--- src/atapio_pkg.sv ---
// Shared types and constants for the ATA PIO command sequencer.
package atapio_pkg;

    localparam logic [2:0] MODE_START_READ  = 3'd0;
    localparam logic [2:0] MODE_START_WRITE = 3'd1;
    localparam logic [2:0] MODE_INIT        = 3'd2;
    localparam logic [2:0] MODE_REPLY       = 3'd3;
    localparam logic [2:0] MODE_HOST_WORD   = 3'd4;

    localparam logic [2:0] KIND_BYTE_RD  = 3'd0;
    localparam logic [2:0] KIND_BYTE_WR  = 3'd1;
    localparam logic [2:0] KIND_WORD_RD  = 3'd2;
    localparam logic [2:0] KIND_WORD_WR  = 3'd3;
    localparam logic [2:0] KIND_TO_HOST  = 3'd4;
    localparam logic [2:0] KIND_REQ_HOST = 3'd5;
    localparam logic [2:0] KIND_FINISHED = 3'd6;

    localparam logic [1:0] OUT_OK      = 2'd0;
    localparam logic [1:0] OUT_BAD_CNT = 2'd1;
    localparam logic [1:0] OUT_TIMEOUT = 2'd2;
    localparam logic [1:0] OUT_DEV_ERR = 2'd3;

    localparam logic [2:0] REG_DATA   = 3'd0;
    localparam logic [2:0] REG_COUNT  = 3'd2;
    localparam logic [2:0] REG_LBA0   = 3'd3;
    localparam logic [2:0] REG_LBA1   = 3'd4;
    localparam logic [2:0] REG_LBA2   = 3'd5;
    localparam logic [2:0] REG_DRVHD  = 3'd6;
    localparam logic [2:0] REG_STATUS = 3'd7;

    localparam logic [7:0] DRVHD_BASE = 8'hE0;
    localparam logic [7:0] CMD_READ   = 8'h20;
    localparam logic [7:0] CMD_WRITE  = 8'h30;
    localparam logic [7:0] CMD_FLUSH  = 8'hE7;
    localparam int ST_BSY = 7;
    localparam int ST_RDY = 6;
    localparam int ST_DRQ = 3;
    localparam int ST_ERR = 0;

    localparam logic [23:0] POLL_LIMIT_RESET = 24'd1000000;
    localparam int MAX_BURST = 7;
    localparam int CNT_W = 3;

    localparam logic [3:0] PH_IDLE      = 4'd0;
    localparam logic [3:0] PH_NB_READY  = 4'd1;
    localparam logic [3:0] PH_READY     = 4'd2;
    localparam logic [3:0] PH_DELAY_SEL = 4'd3;
    localparam logic [3:0] PH_NB_DRQ    = 4'd4;
    localparam logic [3:0] PH_DRQ       = 4'd5;
    localparam logic [3:0] PH_RD_WORD   = 4'd6;
    localparam logic [3:0] PH_WR_HOST   = 4'd7;
    localparam logic [3:0] PH_DELAY_SEC = 4'd8;
    localparam logic [3:0] PH_FLUSH_NB  = 4'd9;

    typedef struct packed {
        logic [2:0]  kind;
        logic [2:0]  reg_offset;
        logic [15:0] value;
        logic [1:0]  outcome;
    } result_t;

    typedef struct packed {
        logic [2:0]  mode;
        logic [27:0] block_address;
        logic [8:0]  sector_total;
        logic [15:0] data_word;
    } item_t;

    typedef struct packed {
        result_t [MAX_BURST-1:0] res;
        logic [CNT_W-1:0]        count;
    } burst_t;

endpackage

--- src/ata_pio_command_sequencer.sv ---
// Top level of the ATA PIO LBA28 polled host sequencer.
// Usage: start items (mode 0 read, 1 write, 2 init) and bus replies / host
// words (modes 3, 4) arrive on the s_ channel. Each item is registered, then
// the state logic turns it into a burst of 0 to 6 result beats held
// in a burst buffer; beats leave on the m_ channel, m_last on the final one.
// The first beat follows the item register, then the burst buffer load.
// Throughput: one item per cycle while each item yields at most one beat
// and m_ready is high; a multi-beat item holds the m_ side until its beats
// leave the single read port of the burst buffer. No-beat items leave it empty.
// Reset clears the sequencer to idle and poll_limit to 1000000.
// When m_ready is low the buffer holds, the item register fills, and
// s_ready drops until the burst drains.
// cfg_* writes poll_limit and is always ready.
module ata_pio_command_sequencer #(
    parameter int WORDS_PER_SECTOR = 256,
    parameter int MAX_SECTORS      = 256,
    parameter int DELAY_READS      = 4
) (
    input  logic        aclk,
    input  logic        aresetn,
    input  logic        cfg_valid,
    output logic        cfg_ready,
    input  logic [23:0] cfg_data,
    input  logic        s_valid,
    output logic        s_ready,
    input  logic [2:0]  s_mode,
    input  logic [27:0] s_block_address,
    input  logic [8:0]  s_sector_total,
    input  logic [15:0] s_data_word,
    output logic        m_valid,
    input  logic        m_ready,
    output logic [2:0]  m_kind,
    output logic [2:0]  m_reg_offset,
    output logic [15:0] m_value,
    output logic [1:0]  m_outcome,
    output logic        m_last
);

    logic [23:0] limit_reg;
    atapio_pkg::item_t item_reg;
    logic        item_vld_reg;
    logic        can_load, step_en;
    atapio_pkg::burst_t burst;

    assign cfg_ready = 1'b1;
    assign step_en = item_vld_reg && can_load;
    assign s_ready = !item_vld_reg || step_en;

    always_ff @(posedge aclk) begin
        if (!aresetn) limit_reg <= atapio_pkg::POLL_LIMIT_RESET;
        else if (cfg_valid) limit_reg <= cfg_data;
    end

    always_ff @(posedge aclk) begin
        if (!aresetn) item_vld_reg <= 1'b0;
        else if (s_ready) item_vld_reg <= s_valid;
    end

    always_ff @(posedge aclk) begin
        if (s_ready && s_valid) begin
            item_reg.mode <= s_mode;
            item_reg.block_address <= s_block_address;
            item_reg.sector_total <= s_sector_total;
            item_reg.data_word <= s_data_word;
        end
    end

    atapio_step #(
        .WORDS_PER_SECTOR(WORDS_PER_SECTOR),
        .MAX_SECTORS(MAX_SECTORS),
        .DELAY_READS(DELAY_READS)
    ) u_step (
        .aclk(aclk), .aresetn(aresetn), .step_en(step_en),
        .item(item_reg), .poll_limit(limit_reg), .burst(burst)
    );

    // zero-beat bursts still load: count 0 leaves the buffer empty
    atapio_out u_out (
        .aclk(aclk), .aresetn(aresetn), .load(step_en), .burst(burst),
        .can_load(can_load), .m_valid(m_valid), .m_ready(m_ready),
        .m_kind(m_kind), .m_reg_offset(m_reg_offset), .m_value(m_value),
        .m_outcome(m_outcome), .m_last(m_last)
    );

    assert property (@(posedge aclk) disable iff (!aresetn)
        item_vld_reg && !can_load |-> !s_ready)
        else $error("input taken while item register blocked");

endmodule

--- src/atapio_step.sv ---
// Sequencer state and per-item result burst generation.
module atapio_step #(
    parameter int WORDS_PER_SECTOR = 256,
    parameter int MAX_SECTORS      = 256,
    parameter int DELAY_READS      = 4
) (
    input  logic                 aclk,
    input  logic                 aresetn,
    input  logic                 step_en,
    input  atapio_pkg::item_t    item,
    input  logic [23:0]          poll_limit,
    output atapio_pkg::burst_t   burst
);

    logic [3:0]  phase_reg, phase_next;
    logic [23:0] poll_reg, poll_next;
    logic [8:0]  sleft_reg, sleft_next;
    logic [7:0]  widx_reg, widx_next;
    logic [1:0]  didx_reg, didx_next;
    logic [27:0] addr_reg, addr_next;
    logic [8:0]  total_reg, total_next;
    logic        wr_reg, wr_next;

    logic [7:0] st;
    atapio_pkg::burst_t b;

    assign st = item.data_word[7:0];
    assign burst = b;

    function automatic atapio_pkg::result_t mk(logic [2:0] k, logic [2:0] o,
                                               logic [15:0] v, logic [1:0] oc);
        atapio_pkg::result_t r;
        r.kind = k; r.reg_offset = o; r.value = v; r.outcome = oc;
        return r;
    endfunction

    always_comb begin
        atapio_pkg::result_t rd7;
        rd7 = mk(atapio_pkg::KIND_BYTE_RD, atapio_pkg::REG_STATUS, 16'd0,
                 atapio_pkg::OUT_OK);
        phase_next = phase_reg; poll_next = poll_reg; sleft_next = sleft_reg;
        widx_next = widx_reg; didx_next = didx_reg; addr_next = addr_reg;
        total_next = total_reg; wr_next = wr_reg;
        b = '0;
        if (phase_reg == atapio_pkg::PH_IDLE) begin
            if (item.mode == atapio_pkg::MODE_START_READ ||
                item.mode == atapio_pkg::MODE_START_WRITE) begin
                if (item.sector_total == 9'd0 ||
                    32'(item.sector_total) > 32'(MAX_SECTORS)) begin
                    b.res[0] = mk(atapio_pkg::KIND_FINISHED, 3'd0, 16'd0,
                                  atapio_pkg::OUT_BAD_CNT);
                    b.count = 3'd1;
                end else begin
                    addr_next = item.block_address;
                    total_next = item.sector_total;
                    sleft_next = item.sector_total;
                    wr_next = item.mode[0];
                    poll_next = poll_limit;
                    phase_next = atapio_pkg::PH_NB_READY;
                    b.res[0] = rd7; b.count = 3'd1;
                end
            end else if (item.mode == atapio_pkg::MODE_INIT) begin
                total_next = 9'd0; wr_next = 1'b0; didx_next = 2'd0;
                phase_next = atapio_pkg::PH_DELAY_SEL;
                b.res[0] = mk(atapio_pkg::KIND_BYTE_WR, atapio_pkg::REG_DRVHD,
                              {8'd0, atapio_pkg::DRVHD_BASE}, atapio_pkg::OUT_OK);
                b.res[1] = rd7; b.count = 3'd2;
            end
        end else if (phase_reg == atapio_pkg::PH_WR_HOST ||
                     phase_reg == atapio_pkg::PH_RD_WORD) begin
            if ((phase_reg == atapio_pkg::PH_WR_HOST &&
                 item.mode == atapio_pkg::MODE_HOST_WORD) ||
                (phase_reg == atapio_pkg::PH_RD_WORD &&
                 item.mode == atapio_pkg::MODE_REPLY)) begin
                b.res[0] = mk(wr_reg ? atapio_pkg::KIND_WORD_WR
                                     : atapio_pkg::KIND_TO_HOST,
                              3'd0, item.data_word, atapio_pkg::OUT_OK);
                b.count = 3'd2;
                if (32'(widx_reg) == WORDS_PER_SECTOR - 1) begin
                    didx_next = 2'd0;
                    phase_next = atapio_pkg::PH_DELAY_SEC;
                    b.res[1] = rd7;
                end else begin
                    widx_next = widx_reg + 8'd1;
                    b.res[1] = mk(wr_reg ? atapio_pkg::KIND_REQ_HOST
                                         : atapio_pkg::KIND_WORD_RD,
                                  3'd0, 16'd0, atapio_pkg::OUT_OK);
                end
            end
        end else if (item.mode == atapio_pkg::MODE_REPLY) begin
            b.count = 3'd1;
            // default for failed polls: re-poll or time out (flush polling finishes OK)
            if (poll_reg <= 24'd1) begin
                phase_next = atapio_pkg::PH_IDLE;
                b.res[0] = mk(atapio_pkg::KIND_FINISHED, 3'd0, 16'd0,
                              phase_reg == atapio_pkg::PH_FLUSH_NB ?
                              atapio_pkg::OUT_OK : atapio_pkg::OUT_TIMEOUT);
            end else begin
                poll_next = poll_reg - 24'd1;
                b.res[0] = rd7;
            end
            case (phase_reg)
                atapio_pkg::PH_NB_READY, atapio_pkg::PH_NB_DRQ: begin
                    if (!st[atapio_pkg::ST_BSY]) begin
                        poll_next = poll_limit;
                        phase_next = (phase_reg == atapio_pkg::PH_NB_READY) ?
                                     atapio_pkg::PH_READY : atapio_pkg::PH_DRQ;
                        b.res[0] = rd7;
                    end
                end
                atapio_pkg::PH_READY: begin
                    if (st[atapio_pkg::ST_RDY]) begin
                        if (total_reg == 9'd0) begin
                            phase_next = atapio_pkg::PH_IDLE;
                            b.res[0] = mk(atapio_pkg::KIND_FINISHED, 3'd0, 16'd0,
                                          atapio_pkg::OUT_OK);
                            poll_next = poll_reg;
                        end else begin
                            didx_next = 2'd0;
                            phase_next = atapio_pkg::PH_DELAY_SEL;
                            b.res[0] = mk(atapio_pkg::KIND_BYTE_WR,
                                atapio_pkg::REG_DRVHD,
                                {8'd0, atapio_pkg::DRVHD_BASE | {4'd0, addr_reg[27:24]}},
                                atapio_pkg::OUT_OK);
                            b.res[1] = rd7; b.count = 3'd2;
                            poll_next = poll_reg;
                        end
                    end
                end
                atapio_pkg::PH_DELAY_SEL: begin
                    poll_next = poll_reg;
                    phase_next = phase_reg;
                    if (32'(didx_reg) == DELAY_READS - 1) begin
                        poll_next = poll_limit;
                        if (total_reg == 9'd0) begin
                            phase_next = atapio_pkg::PH_NB_READY;
                            b.res[0] = rd7;
                        end else begin
                            phase_next = atapio_pkg::PH_NB_DRQ;
                            b.res[0] = mk(atapio_pkg::KIND_BYTE_WR, atapio_pkg::REG_COUNT,
                                          {8'd0, total_reg[7:0]}, atapio_pkg::OUT_OK);
                            b.res[1] = mk(atapio_pkg::KIND_BYTE_WR, atapio_pkg::REG_LBA0,
                                          {8'd0, addr_reg[7:0]}, atapio_pkg::OUT_OK);
                            b.res[2] = mk(atapio_pkg::KIND_BYTE_WR, atapio_pkg::REG_LBA1,
                                          {8'd0, addr_reg[15:8]}, atapio_pkg::OUT_OK);
                            b.res[3] = mk(atapio_pkg::KIND_BYTE_WR, atapio_pkg::REG_LBA2,
                                          {8'd0, addr_reg[23:16]}, atapio_pkg::OUT_OK);
                            b.res[4] = mk(atapio_pkg::KIND_BYTE_WR, atapio_pkg::REG_STATUS,
                                          {8'd0, wr_reg ? atapio_pkg::CMD_WRITE
                                                        : atapio_pkg::CMD_READ},
                                          atapio_pkg::OUT_OK);
                            b.res[5] = rd7;
                            b.count = 3'd6;
                        end
                    end else begin
                        didx_next = didx_reg + 2'd1;
                        b.res[0] = rd7;
                    end
                end
                atapio_pkg::PH_DRQ: begin
                    if (st[atapio_pkg::ST_DRQ]) begin
                        poll_next = poll_reg;
                        widx_next = 8'd0;
                        phase_next = wr_reg ? atapio_pkg::PH_WR_HOST
                                            : atapio_pkg::PH_RD_WORD;
                        b.res[0] = mk(wr_reg ? atapio_pkg::KIND_REQ_HOST
                                             : atapio_pkg::KIND_WORD_RD,
                                      3'd0, 16'd0, atapio_pkg::OUT_OK);
                    end else if (st[atapio_pkg::ST_ERR]) begin
                        poll_next = poll_reg;
                        phase_next = atapio_pkg::PH_IDLE;
                        b.res[0] = mk(atapio_pkg::KIND_FINISHED, 3'd0, 16'd0,
                                      atapio_pkg::OUT_DEV_ERR);
                    end
                end
                atapio_pkg::PH_DELAY_SEC: begin
                    poll_next = poll_reg;
                    phase_next = phase_reg;
                    if (32'(didx_reg) == DELAY_READS - 1) begin
                        sleft_next = sleft_reg - 9'd1;
                        if (sleft_reg == 9'd1) begin
                            if (wr_reg) begin
                                poll_next = poll_limit;
                                phase_next = atapio_pkg::PH_FLUSH_NB;
                                b.res[0] = mk(atapio_pkg::KIND_BYTE_WR,
                                    atapio_pkg::REG_STATUS,
                                    {8'd0, atapio_pkg::CMD_FLUSH}, atapio_pkg::OUT_OK);
                                b.res[1] = rd7; b.count = 3'd2;
                            end else begin
                                phase_next = atapio_pkg::PH_IDLE;
                                b.res[0] = mk(atapio_pkg::KIND_FINISHED, 3'd0,
                                              16'd0, atapio_pkg::OUT_OK);
                            end
                        end else begin
                            poll_next = poll_limit;
                            phase_next = atapio_pkg::PH_NB_DRQ;
                            b.res[0] = rd7;
                        end
                    end else begin
                        didx_next = didx_reg + 2'd1;
                        b.res[0] = rd7;
                    end
                end
                atapio_pkg::PH_FLUSH_NB: begin
                    if (!st[atapio_pkg::ST_BSY]) begin
                        poll_next = poll_reg;
                        phase_next = atapio_pkg::PH_IDLE;
                        b.res[0] = mk(atapio_pkg::KIND_FINISHED, 3'd0, 16'd0,
                                      atapio_pkg::OUT_OK);
                    end
                end
                default: begin
                    poll_next = poll_reg;
                    phase_next = atapio_pkg::PH_IDLE;
                    b.count = 3'd0;
                    b.res[0] = '0;
                end
            endcase
        end
    end

    always_ff @(posedge aclk) begin
        if (!aresetn) begin
            phase_reg <= atapio_pkg::PH_IDLE;
            poll_reg <= '0; sleft_reg <= '0; widx_reg <= '0; didx_reg <= '0;
            addr_reg <= '0; total_reg <= '0; wr_reg <= 1'b0;
        end else if (step_en) begin
            phase_reg <= phase_next; poll_reg <= poll_next;
            sleft_reg <= sleft_next; widx_reg <= widx_next;
            didx_reg <= didx_next; addr_reg <= addr_next;
            total_reg <= total_next; wr_reg <= wr_next;
        end
    end

    assert property (@(posedge aclk) disable iff (!aresetn)
        step_en && b.count != 3'd0 && b.res[0].kind == atapio_pkg::KIND_FINISHED
        |=> phase_reg == atapio_pkg::PH_IDLE)
        else $error("finish without returning to idle");
    assert property (@(posedge aclk) disable iff (!aresetn)
        b.count <= 3'(atapio_pkg::MAX_BURST))
        else $error("burst too long");
    assert property (@(posedge aclk) disable iff (!aresetn)
        phase_reg != atapio_pkg::PH_IDLE && phase_reg != atapio_pkg::PH_DELAY_SEL
        |-> total_reg != 9'd0 || phase_reg == atapio_pkg::PH_NB_READY
            || phase_reg == atapio_pkg::PH_READY)
        else $error("init sequence in transfer phase");

endmodule

--- src/atapio_out.sv ---
// Result burst buffer: holds one burst and streams its beats out.
module atapio_out (
    input  logic                aclk,
    input  logic                aresetn,
    input  logic                load,
    input  atapio_pkg::burst_t  burst,
    output logic                can_load,
    output logic                m_valid,
    input  logic                m_ready,
    output logic [2:0]          m_kind,
    output logic [2:0]          m_reg_offset,
    output logic [15:0]         m_value,
    output logic [1:0]          m_outcome,
    output logic                m_last
);

    atapio_pkg::result_t [atapio_pkg::MAX_BURST-1:0] buf_reg;
    logic [2:0] cnt_reg, pos_reg;
    logic       pop;

    assign m_valid = cnt_reg != 3'd0;
    assign pop = m_valid && m_ready;
    // accept a new burst when empty or once the final beat of the current one leaves
    assign can_load = !m_valid || (pop && pos_reg == cnt_reg - 3'd1);
    assign m_kind = buf_reg[pos_reg].kind;
    assign m_reg_offset = buf_reg[pos_reg].reg_offset;
    assign m_value = buf_reg[pos_reg].value;
    assign m_outcome = buf_reg[pos_reg].outcome;
    assign m_last = pos_reg == cnt_reg - 3'd1;

    always_ff @(posedge aclk) begin
        if (!aresetn) begin
            cnt_reg <= '0;
            pos_reg <= '0;
        end else if (load && can_load) begin
            cnt_reg <= burst.count;
            pos_reg <= '0;
        end else if (pop) begin
            if (m_last) cnt_reg <= '0;
            pos_reg <= m_last ? 3'd0 : pos_reg + 3'd1;
        end
    end

    always_ff @(posedge aclk) begin
        if (load && can_load) buf_reg <= burst.res;
    end

    assert property (@(posedge aclk) disable iff (!aresetn)
        m_valid |-> pos_reg < cnt_reg)
        else $error("read position past burst end");
    assert property (@(posedge aclk) disable iff (!aresetn)
        m_valid && !m_ready |=> m_valid && $stable(pos_reg))
        else $error("stalled beat moved");

endmodule
--- config.mk ---
export PLATFORM = sky130hd
export DESIGN_NAME = ata_pio_command_sequencer
export DESIGN_NICKNAME = d
export VERILOG_FILES = /design/src/atapio_pkg.sv /design/src/ata_pio_command_sequencer.sv /design/src/atapio_step.sv /design/src/atapio_out.sv
export SDC_FILE = /design/constraint.sdc
export NUM_CORES = 1
export LEC_CHECK = 0
export ABC_AREA = 0
export BUFFER_PORTS_ARGS = -buffer_cell sky130_fd_sc_hd__buf_2
export CELL_PAD_IN_SITES_DETAIL_PLACEMENT = 0
export CELL_PAD_IN_SITES_GLOBAL_PLACEMENT = 1
export CORE_MARGIN = 1.5
export CORE_UTILIZATION = 42
export CTS_CLUSTER_DIAMETER = 30
export DETAILED_ROUTE_END_ITERATION = 10
export PLACE_DENSITY_LB_ADDON = 0.15
export SLEW_MARGIN = 30
export SYNTH_ARGS = -nofsm -noshare
export SYNTH_HDL_FRONTEND = slang
export SYNTH_SLANG_ARGS = --single-unit
--- constraint.sdc ---
create_clock -name aclk -period 4.3 [get_ports aclk]
set_input_delay 0.215 -clock aclk [delete_from_list [all_inputs] [get_ports aclk]]
set_output_delay 0.215 -clock aclk [all_outputs]
set_load 0.02 [all_outputs]
* After elaboration in Yosys (flattened, before gate mapping)
Cells that the tools add are included.
** Word-level totals
- Register bits :: 316
- Bits of input ports :: 85
- Output and inout port bits :: 28
- Logic and storage cells :: 259
** Operators by class
- Add/sub/neg operators :: 6
- $lt $le $gt $ge :: 3
- Eq/ne operators :: 41
- Mux-type cells :: 114
- Bitwise gates (word level) :: 6
- Reduce and logical (&&, ||, !) cells :: 46
** Operators by type and width (count)
- 24-bit 2-to-1 mux :: 28
- 24-bit case mux with 6 select lines :: 2
- 51-bit 2-to-1 mux :: 4
- 120-bit 2-to-1 mux :: 1
- 117-bit 2-to-1 mux :: 1
- 48-bit 2-to-1 mux :: 2
- 9-bit 2-to-1 mux :: 9
- 24-bit binary-select mux with 3-bit select :: 1
- 4-bit 2-to-1 mux :: 18
- 24-bit case mux with 3 select lines :: 1
- 21-bit 2-to-1 mux :: 3
- 27-bit 2-to-1 mux :: 2
- 8-bit 2-to-1 mux :: 6
- 22-bit 2-to-1 mux :: 2
- 2-bit 2-to-1 mux :: 16
- 3-bit 2-to-1 mux :: 10
- 24-bit by 1-bit <= comparator with 1-bit output (second input constant) :: 1
- 4-bit case mux with 6 select lines :: 1
- 24-bit by 1-bit subtractor with 24-bit output (second input constant) :: 1
- 9-bit zero test :: 2
- 3-bit by 2-bit != test with 1-bit output (second input constant) :: 6
- 2-bit nonzero test :: 9
- 4-bit by 3-bit equality test with 1-bit output (second input constant) :: 4
- 4-bit by 2-bit != test with 1-bit output (second input constant) :: 4
- other kinds (45) :: 82

* Depth between registers and ports, before layout
Gate-level depths: netlist of run 1.
- Word-level depth :: 10
- Mapped depth :: 11
- Gate-level depth less buffers :: 9

* Hierarchy
From an unflattened synthesis of run 1, not the netlist that was laid out.
** Unflattened totals
- Cells, all modules :: 1405
- Area total of the unflattened synthesis :: 15828.9 um2
** Modules (own cells, without submodules)
- atapio_out :: instances 1, cells each 379, area each 6725.2 um2, sequential area each 5165.0 um2
- atapio_step :: instances 1, cells each 885, area each 6448.7 um2, sequential area each 1701.6 um2
- ata_pio_command_sequencer :: instances 1, cells each 141, area each 2655.0 um2, sequential area each 2182.1 um2

* Least setup slack after synthesis of run 1
No wires, ideal clock.
- Path kind :: reg2reg
- From :: reg u_out.cnt_reg[0]
- To :: reg item_reg[0] (netlist name), enable pin
- Library setup time :: 0.476 ns
- Data arrival time :: 4.044 ns
- Data required time :: 3.824 ns
- Slack :: -0.220 ns
- Stages on the path, launching flop included :: 8
- Buffers on the path :: 1
- Period minus slack after synthesis :: 4.520 ns
- Path through :: dfxtp_1 inv_1 ha_1 xor2_1 and3_1 clkbuf_1 a21oi_1 nor2b_1
** On the way
- Word-level cells in the longest chain between the ends :: 7
- Elaborated cells on any way between the ends :: 10
- Those cells by class :: add/sub: 1; eq/ne: 1; reduce/logical: 8
** Ends and longest elaborated chain
- start: declaration :: RTL line atapio_out.sv:18 : logic [2:0] cnt_reg, pos_reg;
- start signal: assignment :: RTL line atapio_out.sv:36 : cnt_reg <= burst.count;
- 3-bit by 1-bit subtractor with 3-bit output
- 3-bit equality test
- named net m_last :: RTL line ata_pio_command_sequencer.sv:36 : output logic m_last
- 1-bit logical AND :: RTL line atapio_out.sv:24 : assign can_load = !m_valid || (pop && pos_reg == cnt_reg - 3'd1);
- 1-bit logical OR :: RTL line atapio_out.sv:24
- 1-bit logical AND :: RTL line ata_pio_command_sequencer.sv:46 : assign step_en = item_vld_reg && can_load;
- 1-bit logical OR :: RTL line ata_pio_command_sequencer.sv:47 : assign s_ready = !item_vld_reg || step_en;
- 1-bit logical AND :: RTL line ata_pio_command_sequencer.sv:60 : if (s_ready && s_valid) begin
- end: declaration :: RTL line ata_pio_command_sequencer.sv:40 : atapio_pkg::item_t item_reg;
The timed path passes the listed nets, and every way through them passes these cells.
A chain may end at the register's enable or synchronous reset.

* Worst setup path after layout of run 1
- From :: reg u_step.phase_reg[0]
- To :: reg u_step.poll_reg[19]
** On the way
- Word-level cells in the longest chain between the ends :: 6
- Elaborated cells on any way between the ends :: 29
- Those cells by class :: eq/ne: 19; mux: 4; reduce/logical: 6
** Ends and longest elaborated chain
- start: declaration :: RTL line atapio_step.sv:15 : logic [3:0] phase_reg, phase_next;
- start signal: assignment :: RTL line atapio_step.sv:224 : phase_reg <= atapio_pkg::PH_IDLE;
- start signal: assignment :: RTL line atapio_step.sv:228 : phase_reg <= phase_next; poll_reg <= poll_next;
- 4-bit by 3-bit equality test with 1-bit output or 4-bit by 1-bit equality test with 1-bit output (tied branches) :: RTL line atapio_step.sv:102 : case (phase_reg)
- 2-bit OR reduction
- 24-bit case mux with 6 select lines :: RTL line atapio_step.sv:102
- 24-bit 2-to-1 mux :: RTL line atapio_step.sv:90 : end else if (item.mode == atapio_pkg::MODE_REPLY) begin
- 24-bit 2-to-1 mux :: RTL line atapio_step.sv:69 : end else if (phase_reg == atapio_pkg::PH_WR_HOST ||
- 24-bit 2-to-1 mux :: RTL line atapio_step.sv:45 : if (phase_reg == atapio_pkg::PH_IDLE) begin
- end signal: assignment :: RTL line atapio_step.sv:228
- end: declaration :: RTL line atapio_step.sv:16 : logic [23:0] poll_reg, poll_next;
Several ways; a longest one is shown, not always the timed one. The select of a mux whose other input is x is not followed.

==> impl_results.md, run 1 <==
* Outcome: finished clean
* Max cap viols at 0
* CTS Hold Buffers Added at 81
* CP max FO at 47
* Dpl hpwl at 17700 um
* Vias at between 8000 and 9000
* Post-Syn Area at 0.0108 mm2
* Max incr delay on CP at approximately 0.97 ns
* Gr usage total at 0.213
* Top_reg_cell synth: dfxtp_1
* Distinct cells, synth at 85
* Worst Hold Endpoint: item_vld_reg
* Iteration-0 DRC Markers at roughly 620
* Worst-Skew Late Latency at 0.55 ns
* WP data required at 4.78 ns
* DR DRC count at 0
* Met3 usage at 0.0389
* Post-CTS Setup Inserts at 0
* TritonRoute pass-1 iters at 6
* Peak Freq at 307 MHz
* Initial core utilization at 0.429
* Post-DR vias/cell at around 5.5
* Kind of end point of the critical path: register
* Global-route wire length before repair at 45000 um
* Final Util at 0.562
* Ant. Diodes at 0
* Worst R2R Start: u_step.phase_reg[0]
* Final Cell Area at 0.0142 mm2
* Detailed Route WL at approximately 28000 um
* Vias in the first global route at 8556
* Layout cells sized above 1 at 0.206
* Async S/R FF share, synth at 0
* CP max stage cell: dfxtp_1
* Remaining global-route overflow at 0
* Syn-to-layout area delta at 30.9%
* LEAKAGE at 0.00551 uW
* Total number of yosys warnings at 0
* Pins Over Slew Limit at 0
* End of the worst register-to-register path: u_step.poll_reg[19]
* Inst Count DP at 1466
* Clock Skews at 0.0147 ns
* Synth Net Count at around 1200
* Synth Instances at between 1000 and 1500
* Pre-CTS WS at 1.09 ns
* Crit path cell chain: or3b_2, a211oi_1, a2111oi_1, nand3b_4, o21ba_1, o221a_1
* Number of synthesized flops with an enable pin at 112
* Synth Register Bits at 228
* Area of the multi-input gates at 0.00474 mm2
* RSZ-0062 raised after global routing: false
* FP Rows at 58
* Sequential area share after synthesis at 0.524
* Hold wc startpoint: m_ready
* GR met1 Demand/Resource at 0.297
* Setup crit start kind: register
* VDD IR-drop max at approximately 0.33 mV
* Hold Fails Final Rpt at 0
* Met2 GRT Util at 0.334
* CTS tree: done
* Final std cells w/o fill at 1637
* Critical path class: register to register
* Area of the core at around 0.025 mm2
* Seq. cell area at 0.00569 mm2
* CTS clk-pin slew, worst paths at ~0.050 ns
* Setup violations, final at 0
* TNS Setup at 0 ns
* Mean Syn Cell Area at 9.99 um2
* Headroom to the max-slew limit at 0.333
* Final WS setup at 1.04 ns
* Maximum root-to-sink buffer count at 3
* HP Class: primary input to register
* Die Y at 164 um
* CTS Buf Count at 49
* Final GP Congestion at 0.848
* Cell depth of the worst hold path at 4
* Minimum clock period at 3.26 ns
* FILL cells at 2240
* Initial antenna violation count at 0
* WP buf/inv at 0
* Cell area after placement at 0.0116 mm2
* Gr busiest metal: met2
* WP data arrival at 3.74 ns
* Pwr Density at between 500 and 600 mW/mm2
* Top Family by Delay on Critical Path: compound AO/OA/AOI/OAI gates
* Fin crit share at 0.757
* Post-route ant nets at 0
* Root buf cell: clkbuf_16
* Measured slew at the worst slew-check pin at 0.999 ns
* H-tree depth at 2
* Register-to-Register Setup Slack at roughly 1.0 ns
* Worst reg-to-reg path cell count at 6
* Clock Sinks at 228
* Die ar. at approximately 0.027 mm2
* Port Buffer Count at 111
* Largest net degree at the start of global routing at 67
* Chip Width at 164 um
* Final net count at about 1400
* Post-DR wirelength/cell at roughly 17 um
* Post-cts sizing count at 0
* I/O pin count at between 100 and 150
==> worst register-to-register path, delay by kind of cell, from the launching register on <==
| kind | cells | cell delay [ns] |
|---|---|---|
| flops | 1 | 0.97 |
| compound gates | 4 | 1.37 |
| simple gates | 2 | 0.86 |
==> report_power, final <==
group	internal (uW)	leakage (uW)	total [uW]	switching, uW
registers	2420	0.00203	2530	107
logic	414	0.00264	1120	710
clock network	2640	0.000838	3880	1230
total	5480	0.00551	7530	2050
==> cell type report <==
cell class / count / share of cell area
Sequential cell: 228 / 0.400
Multi-Input combinational cell: 757 / 0.334
Timing Repair Buffer: 215 / 0.109
Clock buffer: 56 / 0.0910
Clock inverter: 34 / 0.0316
Tap cell: 330 / 0.0291
Inverter: 17 / 0.00449
==> cell usage after synthesis, drive strengths merged (10+ instances only) <==
master	n	area [um2]
dfxtp	116	2320
a31oi	15	93.8
mux2i	33	330
and2	25	156
edfxtp	112	3360
nand4	17	106
o211ai	13	118
nor2	91	344
nand3	23	115
nand2	131	492
nor4	11	83.8
inv	16	60.1
buf	24	149
o21ai	50	254
o31ai	10	95.1
nor3	24	125
clkbuf	60	225
and3	43	269
a21oi	94	470
==> kinds of logic (layout without fill, tap and decap cells) <==
kind of cell / after synthesis / after routing / synth area share
AND/OR/NAND/NOR: 430 / 430 / 0.203
AO/OA/AOI/OAI: 266 / 266 / 0.168
flip-flops: 228 / 228 / 0.524
buffers and inverters: 101 / 322 / 0.0404
multiplexers: 41 / 41 / 0.0450
XOR/XNOR: 10 / 10 / 0.00934
adder cells (fa/ha/maj): 9 / 9 / 0.0104
other: 1 / 1 / 0.000346
==> metrics by stage <==
step / hold WS [ns] / total power [uW]
2_1_floorplan: 0.314 / 3300
3_3_place_gp: 0.391 / 3620
3_5_place_dp: 0.393 / 3620
4_1_cts: 0.0785 / 7580
5_1_grt: 0.0974 / 7850
6_report: 0.0905 / 7530
==> layout by cell type, fill, tap and decap left out, drive strengths merged, types with 6 or more instances in the layout <==
cell           n
nand3         23
nand4         17
nor4          11
nand3b         6
ha             9
mux2i         33
nand2        131
o32ai          6
dfxtp        116
and3          43
edfxtp       112
and2          25
a31oi         15
or4            9
o31ai         10
a21o           7
mux4           6
clkbuf        56
bufinv         8
or3            9
inv           21
nor3          24
a21oi         94
o211ai        13
clkinvlp       6
or2            6
nor3b          7
clkinv        16
xor2           9
o221a          9
nor2          91
a211oi         9
o21ai         50
buf          134
dlygate4sd3   81
==> layer usage <==
layer	up-vias	part of all wire
met4	0	0.018
met5	-	0
met1	4238	0.47
met2	263	0.46
met3	43	0.055
li1	4415	-
==> worst max-delay path by stage <==
stage / startpoint / end / slack [ns] / depth (start not counted)
2_1_floorplan: u_out.cnt_reg[0] / item_reg[0] / 0.84 / 7
3_3_place_gp: u_step.phase_reg[0] / u_step.poll_reg[19] / 1.15 / 6
3_5_place_dp: u_step.phase_reg[0] / u_step.poll_reg[20] / 1.09 / 6
4_1_cts: u_step.phase_reg[0] / u_step.poll_reg[20] / 1.09 / 6
5_1_grt: u_step.phase_reg[0] / u_step.poll_reg[19] / 0.82 / 6
6_report: u_step.phase_reg[0] / u_step.poll_reg[19] / 1.04 / 6
Power figures use the tool's default switching activity.
==> inputs of run 2 (changes only) <==
==> constraint.sdc (replaced) <==
create_clock -name aclk -period 2.62 [get_ports aclk]
set_input_delay 0.131 -clock aclk [delete_from_list [all_inputs] [get_ports aclk]]
set_output_delay 0.131 -clock aclk [all_outputs]
set_load 0.02 [all_outputs]
==> impl_results.md, run 2 (synthesis results as in run 1) <==
* Outcome: finished clean
* FILL cells at between 2000 and 2500
* Initial core utilization at 0.429
* Critical path class: register to register
* Final GP Congestion at 0.841
* Final Cell Area at 0.0150 mm2
* Post-route ant nets at 0
* Dpl hpwl at 18900 um
* Iteration-0 DRC Markers at 604
* Setup violations, final at 0
* Final net count at 1432
* Chip Width at 164 um
* Vias at 9210
* Commonest non-fill, non-tap cell in the layout: nand2_1
* Setup crit start kind: register
* LEAKAGE at 0.00597 uW
* Max incr delay on CP at 0.40 ns
* WP buf/inv at 3
* Clock Skews at 0.0496 ns
* CP max stage cell: a41oi_4
* DR DRC count at 0
* CTS clk-pin slew, worst paths at 0.05 ns
* HP Class: primary input to register
* VDD IR-drop max at roughly 0.85 mV
* Initial antenna violation count at 0
* Kind of end point of the critical path: register
* WP data arrival at 2.90 ns
* Minimum clock period at between 2 and 2.5 ns
* Final std cells w/o fill at 1715
* Pwr Density at 886 mW/mm2
* Die ar. at 0.0268 mm2
* Cell area after placement at 0.0122 mm2
* Post-DR vias/cell at 5.37
* Area of the core at 0.0253 mm2
* WP data required at just over 3 ns
* I/O pin count at 113
* Clock Sinks at ~230
* Commonest cells after routing, fill and taps aside: nand2_1 (131), dfxtp_1 (116), edfxtp_1 (112)
* Global-route wire length before repair at 47100 um
* Worst-Skew Late Latency at 0.58 ns
* Power, Total at ~13000 uW
* Syn-to-layout area delta at 38.7%
* FP Rows at between 50 and 60
* Detailed Route WL at 29400 um
* Inst Count DP at approximately 1500
* CP max FO at 22
* Maximum root-to-sink buffer count at 3
* Post-DR wirelength/cell at 17.2 um
* TritonRoute pass-1 iters at 5
* Hold Fails Final Rpt at 0
* Layout cells sized above 1 at 0.252
* Root buf cell: clkbuf_16
* Vias in the first global route at 8995
* H-tree depth at 2
* Crit path cell chain: inv_1, ha_1, xnor3_1, a41oi_4, inv_2, o31ai_2, nand3b_4, buf_12, o21ba_1, o221a_1
* Top Family by Delay on Critical Path: compound AO/OA/AOI/OAI gates
* Pins Over Slew Limit at 0
* Largest net degree at the start of global routing at 67
* RSZ-0062 raised after global routing: false
* Measured slew at the worst slew-check pin at 0.767 ns
* Final Util at 0.595
* Fin crit share at 0.949
* Port Buffer Count at around 110
* Ant. Diodes at 0
* Remaining global-route overflow at 0
* Peak Freq at a little over 400 MHz
* Gr usage total at 0.221
* Die Y at 164 um
* CTS tree: done
* Max cap viols at 0
* CTS Buf Count at 55
* Headroom to the max-slew limit at 0.485
## run 2: cell types whose count changed in the layout (fill, tap and decap cells not counted), sizes merged, moves of 3 or more
cell	before	now
clkbuf	56	65
buf	134	196
inv	21	18
clkinv	16	25
## run 2: area by class of cell
class                      instances  area (um2)  share of cell area
sequential                       228        5690               0.378
tap                              330         413              0.0275
inverter                          17        63.8             0.00424
multi-input combinational        757        4780               0.318
clock inverter                    40         526              0.0349
timing repair buffer             279        2130               0.142
clock buffer                      64        1440              0.0958
## run 2: repair_timing
item | in CTS | in global routing
hold buffers | 82 | 0
endpoints found under the hold margin | 81 | 0
resized for setup | 1 | 9
pin swaps | 0 | 1
cloned | 0 | 1
endpoints found under the setup margin | 2 | 29
setup buffers | 0 | 1
## run 2: power by group
part           switching, uW  leakage (uW)  internal (uW)
sequential               113       0.00203           3970
clock                   2180      0.000947           4840
combinational           1300       0.00299            920
## run 2: path summary, 6_finish.rpt
kind / from / end / slack, ns / cells after the start
max: u_out.cnt_reg[0] / u_step.poll_reg[3] / 0.13 / 10
min: aresetn / limit_reg[9] / 0.02 / 2
max reg2reg: u_out.cnt_reg[0] / u_step.poll_reg[3] / 0.13 / 10
min reg2reg: u_step.addr_reg[14] / u_step.addr_reg[14] / 0.45 / 2
## run 2: worst reg2reg max path, cell delays in order, from the launching register on
cell and delay [ns]:
dfxtp_1 0.35, inv_1 0.07, ha_1 0.20, xnor3_1 0.22, a41oi_4 0.40, inv_2 0.18
o31ai_2 0.14, nand3b_4 0.24, buf_12 0.17, o21ba_1 0.16, o221a_1 0.23
## run 2: routing by layer
| layer | up-vias | routed length, um | global-route usage |
|---|---|---|---|
| li1 | 4567 | - | - |
| met1 | 4363 | 14100 | 0.313 |
| met2 | 230 | 13400 | 0.346 |
| met3 | 50 | 1310 | 0.0356 |
| met4 | 0 | 601 | 0.0694 |
| met5 | - | 0 | 0 |
## run 2: metrics by stage
stage	worst slack [ns]	setup TNS (ns)	hold slack (ns)
3_3_place_gp	0.0309	0	0.308
5_1_grt	0.00117	0	0.0173
4_1_cts	0.0589	0	0.00766
6_report	0.133	0	0.0176
3_5_place_dp	-0.0754	-0.0754	0.309
2_1_floorplan	0.0376	0	0.230
